<file path="config.mk">
export PLATFORM = sky130hd
export DESIGN_NAME = msb_first_bit_packer
export DESIGN_NICKNAME = d
export VERILOG_FILES = /design/src/rtl/mbp_pkg.sv /design/src/rtl/mbp_front.sv /design/src/rtl/mbp_queue.sv /design/src/rtl/mbp_back.sv /design/src/rtl/msb_first_bit_packer.sv
export SDC_FILE = /design/constraint.sdc
export NUM_CORES = 1
export LEC_CHECK = 0
export BUFFER_PORTS_ARGS = -buffer_cell sky130_fd_sc_hd__buf_2
export CORE_MARGIN = 4
export CORE_UTILIZATION = 55
export CTS_CLUSTER_SIZE = 28
export DETAILED_ROUTE_END_ITERATION = 7
export PLACE_DENSITY = 0.68
export SLEW_MARGIN = 20
export SYNTH_ARGS = -nofsm -noshare
export SYNTH_HDL_FRONTEND = slang
export SYNTH_SLANG_ARGS = --single-unit
</file>
<file path="constraint.sdc">
create_clock -name clk_i -period 5.1 [get_ports clk_i]
set_clock_uncertainty 0.15 [all_clocks]
set_input_delay 0.255 -clock clk_i [delete_from_list [all_inputs] [get_ports clk_i]]
set_output_delay 0.255 -clock clk_i [all_outputs]
set_load 0.005 [all_outputs]
</file>
<file path="src/rtl/mbp_pkg.sv">
// shared types and constants for the msb-first bit packer
package mbp_pkg;

  localparam int unsigned NumSlots = 3;
  localparam int unsigned SlotW = 2;

  localparam logic [7:0] ByteMask = 8'hFF;
  localparam logic [3:0] QSizeReset = 4'd8;
  localparam logic [3:0] QSizeMax = 4'd8;
  localparam logic [3:0] QSizeMin = 4'd1;

  localparam logic [SlotW-1:0] SlotHeader = 2'd0;
  localparam logic [SlotW-1:0] SlotData = 2'd1;
  localparam logic [SlotW-1:0] SlotFlush = 2'd2;

  typedef struct packed {
    logic       valid;
    logic [7:0] data;
    logic       last;
  } slot_t;

  typedef struct packed {
    slot_t [NumSlots-1:0] slots;
  } rec_t;

endpackage

</file>
<file path="src/rtl/mbp_front.sv">
// front end: width register, bit accumulator and per-item byte record
module mbp_front import mbp_pkg::*; (
  input  logic       clk_i,
  input  logic       rst_ni,
  input  logic       cfg_we_i,
  input  logic [3:0] cfg_data_i,
  input  logic       accept_i,
  input  logic [7:0] field_value_i,
  input  logic       is_last_i,
  output logic       rec_push_o,
  output rec_t       rec_o
);

  logic [3:0]  q_size_q, q_size_d;
  logic [6:0]  acc_q, acc_d;
  logic [2:0]  held_q, held_d;
  logic        hdr_q, hdr_d;

  logic [3:0]  w;
  logic [7:0]  wmask;
  logic [7:0]  v;
  logic [14:0] cat;
  logic [3:0]  n;
  logic [3:0]  nn;
  logic        has_full;
  logic [14:0] remw;
  logic [6:0]  rem;
  logic [7:0]  data_byte;
  logic [7:0]  flush_byte;
  rec_t        rec;

  always_comb begin
    if (q_size_q == 4'd0) begin
      w = QSizeMin;
    end else if (q_size_q > QSizeMax) begin
      w = QSizeMax;
    end else begin
      w = q_size_q;
    end
    wmask = 8'((9'h1 << w) - 9'h1);
    v = field_value_i & ByteMask & wmask;
    cat = ({8'b0, acc_q} << w) | {7'b0, v};
    n = {1'b0, held_q} + w;
    has_full = (n >= 4'd8);
    nn = has_full ? (n - 4'd8) : n;
    data_byte = 8'(cat >> nn);
    remw = cat & ((15'h1 << nn) - 15'h1);
    rem = remw[6:0];
    flush_byte = 8'({1'b0, rem} << (4'd8 - nn));

    rec = '0;
    rec.slots[SlotHeader].valid = !hdr_q;
    rec.slots[SlotHeader].data = {4'b0, w};
    rec.slots[SlotHeader].last = 1'b0;
    rec.slots[SlotData].valid = has_full;
    rec.slots[SlotData].data = data_byte;
    rec.slots[SlotData].last = is_last_i && (nn == 4'd0);
    rec.slots[SlotFlush].valid = is_last_i && (nn != 4'd0);
    rec.slots[SlotFlush].data = flush_byte;
    rec.slots[SlotFlush].last = 1'b1;

    q_size_d = cfg_we_i ? cfg_data_i : q_size_q;
    acc_d = acc_q;
    held_d = held_q;
    hdr_d = hdr_q;
    if (accept_i) begin
      if (is_last_i) begin
        acc_d = '0;
        held_d = '0;
        hdr_d = 1'b0;
      end else begin
        acc_d = rem;
        held_d = nn[2:0];
        hdr_d = 1'b1;
      end
    end
  end

  assign rec_o = rec;
  assign rec_push_o = accept_i && (rec.slots[SlotHeader].valid || rec.slots[SlotData].valid ||
                                   rec.slots[SlotFlush].valid);

  always_ff @(posedge clk_i or negedge rst_ni) begin
    if (!rst_ni) begin
      q_size_q <= QSizeReset;
      acc_q <= '0;
      held_q <= '0;
      hdr_q <= 1'b0;
    end else begin
      q_size_q <= q_size_d;
      acc_q <= acc_d;
      held_q <= held_d;
      hdr_q <= hdr_d;
    end
  end

  // a frame's final item always pushes a record carrying the last flag
  a_last_flagged: assert property (@(posedge clk_i) disable iff (!rst_ni)
    (accept_i && is_last_i) |-> (rec_push_o &&
      (rec.slots[SlotData].last && rec.slots[SlotData].valid) !=
      rec.slots[SlotFlush].valid))
    else $error("last item without exactly one flagged byte");

endmodule

</file>
<file path="src/rtl/mbp_queue.sv">
// short record queue between front and back
module mbp_queue import mbp_pkg::*; #(
  parameter int unsigned Depth = 4
) (
  input  logic clk_i,
  input  logic rst_ni,
  input  logic push_i,
  input  rec_t wdata_i,
  output logic full_o,
  input  logic pop_i,
  output logic empty_o,
  output rec_t rdata_o
);

  localparam int unsigned PtrW = (Depth > 1) ? $clog2(Depth) : 1;
  localparam int unsigned CntW = $clog2(Depth + 1);
  localparam logic [PtrW-1:0] LastPtr = PtrW'(Depth - 1);
  localparam logic [CntW-1:0] FullCnt = CntW'(Depth);

  rec_t            mem_q [Depth];
  logic [PtrW-1:0] wr_ptr_q, wr_ptr_d;
  logic [PtrW-1:0] rd_ptr_q, rd_ptr_d;
  logic [CntW-1:0] cnt_q, cnt_d;
  logic            do_push, do_pop;

  assign full_o = (cnt_q == FullCnt);
  assign empty_o = (cnt_q == '0);
  assign do_push = push_i && !full_o;
  assign do_pop = pop_i && !empty_o;
  assign rdata_o = mem_q[rd_ptr_q];

  always_comb begin
    wr_ptr_d = wr_ptr_q;
    rd_ptr_d = rd_ptr_q;
    cnt_d = cnt_q;
    if (do_push) begin
      wr_ptr_d = (wr_ptr_q == LastPtr) ? '0 : wr_ptr_q + 1'b1;
    end
    if (do_pop) begin
      rd_ptr_d = (rd_ptr_q == LastPtr) ? '0 : rd_ptr_q + 1'b1;
    end
    if (do_push && !do_pop) begin
      cnt_d = cnt_q + 1'b1;
    end else if (do_pop && !do_push) begin
      cnt_d = cnt_q - 1'b1;
    end
  end

  always_ff @(posedge clk_i) begin
    if (do_push) begin
      mem_q[wr_ptr_q] <= wdata_i;
    end
  end

  always_ff @(posedge clk_i or negedge rst_ni) begin
    if (!rst_ni) begin
      wr_ptr_q <= '0;
      rd_ptr_q <= '0;
      cnt_q <= '0;
    end else begin
      wr_ptr_q <= wr_ptr_d;
      rd_ptr_q <= rd_ptr_d;
      cnt_q <= cnt_d;
    end
  end

  a_cnt_bound: assert property (@(posedge clk_i) disable iff (!rst_ni)
    cnt_q <= FullCnt)
    else $error("queue count beyond depth");

  a_cnt_step: assert property (@(posedge clk_i) disable iff (!rst_ni)
    (do_push && !do_pop) |=> (cnt_q == $past(cnt_q) + 1'b1))
    else $error("queue count did not follow a push");

  a_ptr_gap: assert property (@(posedge clk_i) disable iff (!rst_ni)
    (cnt_q == '0 || cnt_q == FullCnt) |-> (wr_ptr_q == rd_ptr_q))
    else $error("queue pointers out of step with count");

endmodule

</file>
<file path="src/rtl/mbp_back.sv">
// back end: drains one record slot per beat onto the result side
module mbp_back import mbp_pkg::*; (
  input  logic       clk_i,
  input  logic       rst_ni,
  input  logic       q_empty_i,
  input  rec_t       q_rdata_i,
  output logic       q_pop_o,
  input  logic       pop_i,
  output logic       empty_o,
  output logic [7:0] out_byte_o,
  output logic       last_byte_o
);

  rec_t                rec_q, rec_d;
  logic [NumSlots-1:0] live;
  logic [NumSlots-1:0] remain;
  logic [SlotW-1:0]    sel;
  logic                take;

  always_comb begin
    for (int i = 0; i < NumSlots; i++) begin
      live[i] = rec_q.slots[i].valid;
    end
    sel = '0;
    for (int i = NumSlots - 1; i >= 0; i--) begin
      if (live[i]) begin
        sel = SlotW'(i);
      end
    end
    take = pop_i && (live != '0);
    remain = live;
    if (take) begin
      remain[sel] = 1'b0;
    end
    q_pop_o = (remain == '0) && !q_empty_i;
    rec_d = rec_q;
    if (q_pop_o) begin
      rec_d = q_rdata_i;
    end else if (take) begin
      rec_d.slots[sel].valid = 1'b0;
    end
  end

  assign empty_o = (live == '0);
  assign out_byte_o = rec_q.slots[sel].data;
  assign last_byte_o = rec_q.slots[sel].last;

  always_ff @(posedge clk_i or negedge rst_ni) begin
    if (!rst_ni) begin
      rec_q <= '0;
    end else begin
      rec_q <= rec_d;
    end
  end

  // a record is taken from the queue only once the working one is drained
  a_no_overrun: assert property (@(posedge clk_i) disable iff (!rst_ni)
    q_pop_o |-> (live == '0 || (take && $onehot(live))))
    else $error("record loaded over pending bytes");

endmodule

</file>
<file path="src/rtl/msb_first_bit_packer.sv">
// top level of the msb-first bit packer
//
//  channel  | handshake               | payload
//  ---------+-------------------------+------------------------------
//  input    | push_i / full_o         | field_value_i, is_last_i
//  result   | empty_o / pop_i         | out_byte_o, last_byte_o
//  config   | cfg_valid_i / cfg_ready_o | cfg_data_i (q_size)
//
// one item accepted per cycle unless full_o; its record is queued, then drained
// one beat per cycle while popped; a frame edge can add a header and a flush beat
// full_o rises when the record queue (Depth entries) is filled
// no clearing pass after reset; the config port is always ready
module msb_first_bit_packer import mbp_pkg::*; #(
  parameter int unsigned Depth = 4
) (
  input  logic       clk_i,
  input  logic       rst_ni,
  input  logic       push_i,
  output logic       full_o,
  input  logic [7:0] field_value_i,
  input  logic       is_last_i,
  output logic       empty_o,
  input  logic       pop_i,
  output logic [7:0] out_byte_o,
  output logic       last_byte_o,
  input  logic       cfg_valid_i,
  output logic       cfg_ready_o,
  input  logic [3:0] cfg_data_i
);

  logic accept;
  logic rec_push;
  rec_t rec;
  logic q_full;
  logic q_empty;
  logic q_pop;
  rec_t q_rdata;

  assign cfg_ready_o = 1'b1;
  assign full_o = q_full;
  assign accept = push_i && !q_full;

  mbp_front u_front (
    .clk_i         (clk_i),
    .rst_ni        (rst_ni),
    .cfg_we_i      (cfg_valid_i && cfg_ready_o),
    .cfg_data_i    (cfg_data_i),
    .accept_i      (accept),
    .field_value_i (field_value_i),
    .is_last_i     (is_last_i),
    .rec_push_o    (rec_push),
    .rec_o         (rec)
  );

  mbp_queue #(
    .Depth (Depth)
  ) u_queue (
    .clk_i   (clk_i),
    .rst_ni  (rst_ni),
    .push_i  (rec_push),
    .wdata_i (rec),
    .full_o  (q_full),
    .pop_i   (q_pop),
    .empty_o (q_empty),
    .rdata_o (q_rdata)
  );

  mbp_back u_back (
    .clk_i       (clk_i),
    .rst_ni      (rst_ni),
    .q_empty_i   (q_empty),
    .q_rdata_i   (q_rdata),
    .q_pop_o     (q_pop),
    .pop_i       (pop_i),
    .empty_o     (empty_o),
    .out_byte_o  (out_byte_o),
    .last_byte_o (last_byte_o)
  );

endmodule

</file>
Word-level counts from Yosys, hierarchy flattened
Memory sizes are Yosys's and may differ from the RTL's.
Index checks and enable logic that the tools add are counted.

word-level totals
  output and inout port bits = 12
  register bits after elaboration = 52
  RAM bits = 96
  logic and storage cells = 95
  memories kept = 1

cells by class
  shifts and indexed selects = 5
  equality and inequality tests = 3
  bitwise operators = 5
  order comparisons = 4
  reductions and logical operators = 27
  add/subtract/negate cells = 9
  multiplexer cells = 25

memory list
  memory         words  width  rd ports  clocked after memory_dff  write ports  line             source
  u_queue.mem_q  4      24     1         0                         1            mbp_queue.sv:20  rec_t mem_q [Depth];

operators by type and width
  cell                                               number
  two-way mux 30 bit                                 2
  bitwise mux 30 bit                                 1
  binary-select mux 10 bit (select 2 bit)            1
  demux 10 bit (select 2 bit)                        1
  bitwise OR 15 x 8 -> 15 bit                        1
  left shift 7 x 4 -> 15 bit                         1
  right shift 15 x 4 -> 8 bit                        1
  two-way mux 3 bit                                  4
  two-way mux 4 bit                                  3
  logical AND 1 bit                                  11
  two-way mux 10 bit                                 1
  two-way mux 2 bit                                  5
  zero test 3 bit                                    3
  two-way mux 9 bit                                  1
  AND 8 bit                                          1
  zero test 4 bit                                    2
  left shift 1 x 4 -> 8 bit (first input constant)   1
  left shift 7 x 4 -> 8 bit                          1
  subtractor 8 x 1 -> 8 bit (second input constant)  1
  AND 7 bit                                          1
  two-way mux 7 bit                                  1
  left shift 1 x 4 -> 7 bit (first input constant)   1
  subtractor 7 x 1 -> 7 bit (second input constant)  1
  zero test 1 bit                                    5
  20 further kinds                                   27

Logic depth before layout (Yosys ltp)
Gate-level depths: netlist of the first run.

  depth after elaboration = 16
  gate-level depth with buffers = 18
  mapped depth without buffers = 15

Modules after synthesis
From an unflattened synthesis of the first run, not the netlist that was laid out.

second synthesis, totals
  cell total of the unflattened synthesis = 601
  area, all modules = 8453.1 µm²

by module, submodules not included
  module                area each (µm²)  cells each  instances  sequential area each (µm²)
  mbp_queue             4765.8           194         1          3778.6
  mbp_front             2297.2           293         1          376.6
  mbp_back              1365.1           111         1          750.7
  msb_first_bit_packer  25.0             3           1          0.0

Worst setup path after synthesis of the first run
Ideal clock, no wire load.

  path kind = register to register
  from = register u_front.q_size_q[2]
  to = memory u_queue.mem_q[0][22] in the netlist's numbering (data pin)
  path slack = 0.779 ns
  arrival = 3.984 ns
  data required time = 4.763 ns
  period minus slack after synthesis = 4.321 ns
  buffers on the path = 2
  cell stages (with the launch flop) = 17
  library setup time = 0.187 ns
  cells stage by stage = dfrtp_1 -> buf_2 -> or3_1 -> nand2_1 -> ha_1 -> inv_1 -> fa_1 -> xor2_2 -> clkbuf_1 -> ha_1 -> inv_1 -> ha_1 -> or3_1 -> a221oi_2 -> o2bb2ai_1 -> a21o_1 -> a31oi_1

RTL lines
  element                   line             source
  start: declaration        mbp_front.sv:14  logic [3:0] q_size_q, q_size_d;
  start signal: assignment  mbp_front.sv:85  q_size_q <= QSizeReset;
  start signal: assignment  mbp_front.sv:90  q_size_q <= q_size_d;
  end: declaration          mbp_queue.sv:20

==> impl_metrics.toml, run 1 <==
[global_routing]
grt_pass1_vias = 4728
groute.usage.overall_pct = 23.7
overflow = 0
antenna_found_initial = 0
grt_max_degree = 48
grt_pass1_wl_um = 26600

[floorplanning]
core_mm2 = 0.0128
rows = 41
dieArea_mm2 = 0.0151
initial_core_util_pct = 56.9
die_h_um = 123
die_w_um = 123
ios = 30

[yosys]
yosysUniqueCellTypes = 70
syn_area_mm2 = 0.00727
yosysTopAreaCell = "edfxtp_1"
syn_area_per_cell_um2 = 12.8
synth_ff_type = "edfxtp_1"
yosysWarnings = 0
synth_top_area_share_pct = 39.6
synth_area_leaders = "edfxtp_1 40%, dfrtp_1 16%, mux4_2 7.4%"
yosysSeqAreaShare_pct = 55.8
synth-seq-cells = 143
synthCells = 570
synth-edff-count = 96
ys_async_sr_fraction_pct = 32.9

[detailed_routing]
detail-route-antenna-nets = 0
wl_per_cell_um = 21.0
via_count = 4871
first_pass_iters = 5
wl_um = 16600
drc = 0
via_per_inst = 6.14
drtIter0Drc = 407

[placement]
numPortBuffers = 28
dpl.hpwl_um = 11200
place_congestion = 0.948
dp_slack_ps = 651

[timing]
fin_crit_sh_pct = 89.1
hold_viol = 0
clock.fmax_ghz = 0.220
rsz0062_at_grt = "no"
finalSetupViolCount = 0
layout_setup_ws_ps = 557
slew_headroom_pct = 51.5
maxSlewViolCount = 0
fin_tns_setup_ps = 0
finalCriticalPeriod_ps = 4540
worst_pin_slew_ps = 721
whs_ps = 37.7

[clock_network]
ctsResizeCount = 0
cts_root_buffer = "clkbuf_16"
cts_buffers = 17
cts.sinks = 143
cts_tree = "built"
worstSkewPairLatency_ps = 420
path_clk_slew_ps = 60
ctsLongestPathBuffers = 2
cts_max_level = 4

[critical_path]
worstPathArrival_ps = 4600
worstPathRequired_ps = 5160
worst-setup-path-type = "reg -> reg"
startpoint_type = "flop"
endpoint_kind = "flop"
critical_path_peak_fanout = 13

[layout]
final_util_pct = 65.2
n_antenna_cell = 0
area_growth_pct = 14.5
drive_above_1_share_pct = 22.9
final_nets = 645

[power]
cellLeakagePower_nw = 3.13
p_per_area_mw_per_mm2 = 732
ir_drop_v = 0.000306

[run]
drv_cap = 0

[min_path]
min_path_type = "in -> reg"

[run_status]
status = "finished, final reports clean"
## kinds of logic (layout without fill, tap and decap cells)
kind of cell	after synthesis	count (layout)	share of synthesized area, %
XOR/XNOR	7	7	0.946
AND/OR/NAND/NOR	144	144	9.92
adder cells (fa/ha/maj)	20	20	3.61
multiplexers	66	66	14.0
buffers and inverters	59	109	3.46
flip-flops	143	143	55.8
other	1	2	0.0516
AO/OA/AOI/OAI	130	130	12.2
## worst paths after layout
kind	slack, ps	from	cells after the start	end
max	560	u_front.q_size_q[3]$_DFFE_PN1P_	14	u_queue.mem_q[1][22]$_DFFE_PP_
min	40	is_last_i	2	u_front.held_q[0]$_DFFE_PN0P_
max reg2reg	560	u_front.q_size_q[3]$_DFFE_PN1P_	14	u_queue.mem_q[1][22]$_DFFE_PP_
min reg2reg	340	u_front.held_q[0]$_DFFE_PN0P_	2	u_front.held_q[0]$_DFFE_PN0P_
max in group asynchronous	4030	rst_ni	3	u_back.rec_q[24]$_DFFE_PN0P_
min in group asynchronous	340	rst_ni	3	u_back.rec_q[2]$_DFFE_PN0P_
## power breakdown
group	switching, mW	internal, mW	leakage [nW]	total [mW]
Combinational	1.60	1.13	1.37	2.72
Clock	0.469	0.832	0.301	1.30
Sequential	0.234	1.84	1.45	2.07
Total	2.30	3.79	3.13	6.09
## layout by cell type (no fill, tap or decap), drive strengths merged, types with 14 or more instances in the layout
master	n
edfxtp	96
dfrtp	46
buf	44
nand2	41
mux2	32
o21ai	31
nor2	30
mux4	24
a21oi	23
inv	22
clkbuf	19
ha	17
nor3	14
## layout make-up
| type | count | area (µm²) |
|---|---|---|
| repair buffers | 54 | 360 |
| inverters | 23 | 86.3 |
| fillers | 936 | 4440 |
| clock buffers | 19 | 443 |
| flip-flops and latches | 143 | 4060 |
| well taps | 172 | 215 |
| multi-input cells | 369 | 2980 |
| clock inverters | 13 | 184 |
## registers in the layout, indices dropped and copies added (netlist names)
name,flops
u_back.live,3
u_back.rec_q,22
u_front.acc_q,7
u_front.hdr_q,1
u_front.held_q,3
u_front.q_size_q,4
u_queue.cnt_q,3
u_queue.mem_q,96
u_queue.rd_ptr_q,2
u_queue.wr_ptr_q,2
## synth_stat cells (all sizes together) (4+ instances only)
| library cell | number |
|---|---|
| a211oi | 4 |
| a21o | 6 |
| a21oi | 23 |
| a221oi | 5 |
| a22oi | 9 |
| a311oi | 5 |
| a31oi | 6 |
| and2 | 6 |
| buf | 16 |
| clkbuf | 20 |
| dfrtp | 46 |
| edfxtp | 96 |
| ha | 17 |
| inv | 20 |
| mux2 | 32 |
| mux2i | 10 |
| mux4 | 24 |
| nand2 | 41 |
| nand2b | 10 |
| nand3 | 9 |
| nand3b | 4 |
| nand4 | 4 |
| nor2 | 30 |
| nor2b | 10 |
| nor3 | 14 |
| o211ai | 5 |
| o21ai | 31 |
| o31ai | 6 |
| xor2 | 4 |
## metal layers
metal	global-route usage [%]	wire [µm]
met4	5.74	163
met3	5.31	883
met1	34.8	7730
met2	36.5	7860
met5	0	0
## stage by stage
| stage | instance area, µm² | instances | power [mW] |
|---|---|---|---|
| 2_1_floorplan | 7280 | 571 | 4.00 |
| 3_3_place_gp | 7600 | 751 | 4.70 |
| 3_5_place_dp | 7600 | 751 | 4.78 |
| 4_1_cts | 8330 | 793 | 6.12 |
| 5_1_grt | 8330 | 793 | 6.49 |
| 6_report | 8330 | 793 | 6.09 |
## worst max-delay path, stage by stage, from the launching register on
cell and delay (ps):
dfstp_2 430, or3_1 430, nand2_1 180, ha_1 200
inv_1 70, fa_1 410, xor2_2 440, ha_1 310
inv_1 110, ha_1 240, or3_1 450, a221oi_2 310
o2bb2ai_1 140, a21o_1 190, a31oi_1 260
## repair_timing
| action | CTS | global route |
|---|---|---|
| hold buffers | 10 | 0 |
| setup buffers | 0 | 0 |
| endpoints found under the setup margin | 0 | 0 |
| hold endpoints to repair | 51 | 0 |
No activity file was read; power rests on OpenSTA's default activity.
==> run 2, diff against run 1 <==
Settings changed: ABC_AREA set to 1.
==> run 2 against run 1 <==
Net effect: wire length increased by 10%; cell area about the same; sequential power about the same; combinational power increased by 2%; first-iteration DRC count increased by 72%; synthesized cell count increased by 40%.
==> impl_metrics.toml, run 2 <==
[yosys]
yosysMostFrequentCell = "nand2_1"
synth_area_leaders = "edfxtp_1 40%, dfrtp_1 16%, nand2_1 9.8%"
synth_common_cells = "190 x nand2_1, 100 x nor2_1, 96 x edfxtp_1"
syn_area_mm2 = 0.00727
synth_top_area_share_pct = 39.7
synth_ff_type = "edfxtp_1"
yosysTopAreaCell = "edfxtp_1"
yosysWarnings = 0
synth-seq-cells = 143
synth-edff-count = 96
synthCells = 798
yosysUniqueCellTypes = 43
yosysSeqAreaShare_pct = 55.9
ys_async_sr_fraction_pct = 32.9
syn_area_per_cell_um2 = 9.11

[timing]
maxSlewViolCount = 0
clock.fmax_ghz = 0.226
layout_setup_ws_ps = 682
rsz0062_at_grt = "no"
worst_pin_slew_ps = 892
fin_tns_setup_ps = 0
finalCriticalPeriod_ps = 4420
finalSetupViolCount = 0
fin_crit_sh_pct = 86.6
hold_viol = 0
whs_ps = 67.3
slew_headroom_pct = 40.4

[critical_path]
startpoint_type = "flop"
crit_top_cell = "nand2_1"
path_cells = "inv_2, nand2_1, nand2_4, ha_1, inv_1, fa_1, buf_4, inv_1, ha_1, o21ai_0, nand2_1, xor2_1, nand3_1, nand3_1, nand2_1, a21oi_1"
worstPathArrival_ps = 4470
endpoint_kind = "flop"
cpPeakStageDelay_ps = 770
critical_path_peak_fanout = 17
worst-setup-path-type = "reg -> reg"
worstPathRequired_ps = 5160
worst_path_max_delay_cell = "dfstp_2"

[layout]
final_cell_mix = "190 x nand2_1, 96 x nor2_1, 96 x edfxtp_1"
drive_above_1_share_pct = 10.8
final_util_pct = 65.3
nFillCells = 1009
layoutNonFillerInstCount = 1023
final_nets = 875
design_area_mm2 = 0.00834
mostFrequentLayoutCell = "nand2_1"
largest-register = "u_queue.mem_q"
area_growth_pct = 14.7
reg_top3 = "u_queue.mem_q: 96 flops, u_back.rec_q: 22 flops, u_front.acc_q: 7 flops"
n_antenna_cell = 0
largest_reg_flops = 96

[clock_network]
cts_setup_buffers = 0
worstSkewPairLatency_ps = 410
cts.sinks = 143
cts_tree = "built"
hold_buffers = 13
ctsLongestPathBuffers = 2
ctsResizeCount = 0
cts_max_level = 4
cts_root_buffer = "clkbuf_16"
cts_buffers = 17
path_clk_slew_ps = 60

[detailed_routing]
first_pass_iters = 5
detail-route-antenna-nets = 0
via_per_inst = 5.74
drc = 0
via_count = 5869
drtIter0Drc = 699
wl_um = 18300
wl_per_cell_um = 17.9

[floorplanning]
core_mm2 = 0.0128
ios = 30
rows = 41
dieArea_mm2 = 0.0151
initial_core_util_pct = 56.9
die_h_um = 123
die_w_um = 123

[min_path]
min_path_type = "in -> reg"

[global_routing]
antenna_found_initial = 0
grt_use_met3_pct = 5.35
gr-max-usage-layer = "met2"
use_met1_pct = 35.1
grt_pass1_wl_um = 29600
overflow = 0
groute.usage.overall_pct = 25.9
grt_pass1_vias = 5585
grtUsageMet2_pct = 41.7
grt_max_degree = 52

[placement]
place_congestion = 0.972
place_inst = 978
dpl.hpwl_um = 12400
dp_slack_ps = 748
dpl_cell_area_mm2 = 0.00758
numPortBuffers = 28

[power]
cellLeakagePower_nw = 3.57
ir_drop_v = 0.000389
fin_total_pwr_mw = 6.11
p_per_area_mw_per_mm2 = 733

[run_status]
status = "finished, final reports clean"

[run]
drv_cap = 0
## run 2: path summary, 6_finish.rpt
check                                                start                               to  slack [ps]  cells after the start
hold / removal                                       pop_i       u_back.live[1]$_DFFE_PN0P_          70                      4
hold reg to reg               u_back.rec_q[20]$_DFFE_PN0P_     u_back.rec_q[20]$_DFFE_PN0P_         310                      2
setup reg to reg           u_front.q_size_q[3]$_DFFE_PN1P_   u_queue.mem_q[0][20]$_DFFE_PP_         680                     16
max in group asynchronous                           rst_ni  u_queue.rd_ptr_q[1]$_DFFE_PN0P_        4050                      2
setup / recovery           u_front.q_size_q[3]$_DFFE_PN1P_   u_queue.mem_q[0][20]$_DFFE_PP_         680                     16
min in group asynchronous                           rst_ni  u_queue.rd_ptr_q[1]$_DFFE_PN0P_         280                      2
## run 2: logic make-up after synthesis
family / after synthesis / share of synthesized area [%]
AO/OA/AOI/OAI: 118 / 10.0
AND/OR/NAND/NOR: 408 / 24.2
adder cells (fa/ha/maj): 19 / 3.48
other: 1 / 0.0516
multiplexers: 1 / 0.155
XOR/XNOR: 5 / 0.603
buffers and inverters: 103 / 5.63
flip-flops: 143 / 55.9
## run 2: layout make-up
type / count / area [µm²] / area share, %
clock inverters: 9 / 90.1 / 1.08
inverters: 70 / 263 / 3.15
repair buffers: 53 / 363 / 4.35
flip-flops and latches: 143 / 4060 / 48.7
clock buffers: 23 / 532 / 6.38
well taps: 172 / 215 / 2.58
multi-input cells: 553 / 2810 / 33.7
## run 2: where the power goes
part	switching, mW	internal, mW
clock network	0.470	0.788
logic	1.89	0.880
registers	0.224	1.86
total	2.58	3.53
## run 2: routing by layer
metal  up-vias  routed length, µm
met1      2798               8070
met5         -                  0
met2       229               8780
met4         0                369
met3        33               1120
li1       2809                  -
## run 2: critical path: cells and delay by family (launching register included)
| kind | cells | cell delay (ps) |
|---|---|---|
| flops | 1 | 770 |
| simple gates | 6 | 910 |
| xor+xnor | 1 | 230 |
| fa+ha+maj | 3 | 940 |
| compound gates | 2 | 430 |
| buf+inv | 4 | 770 |
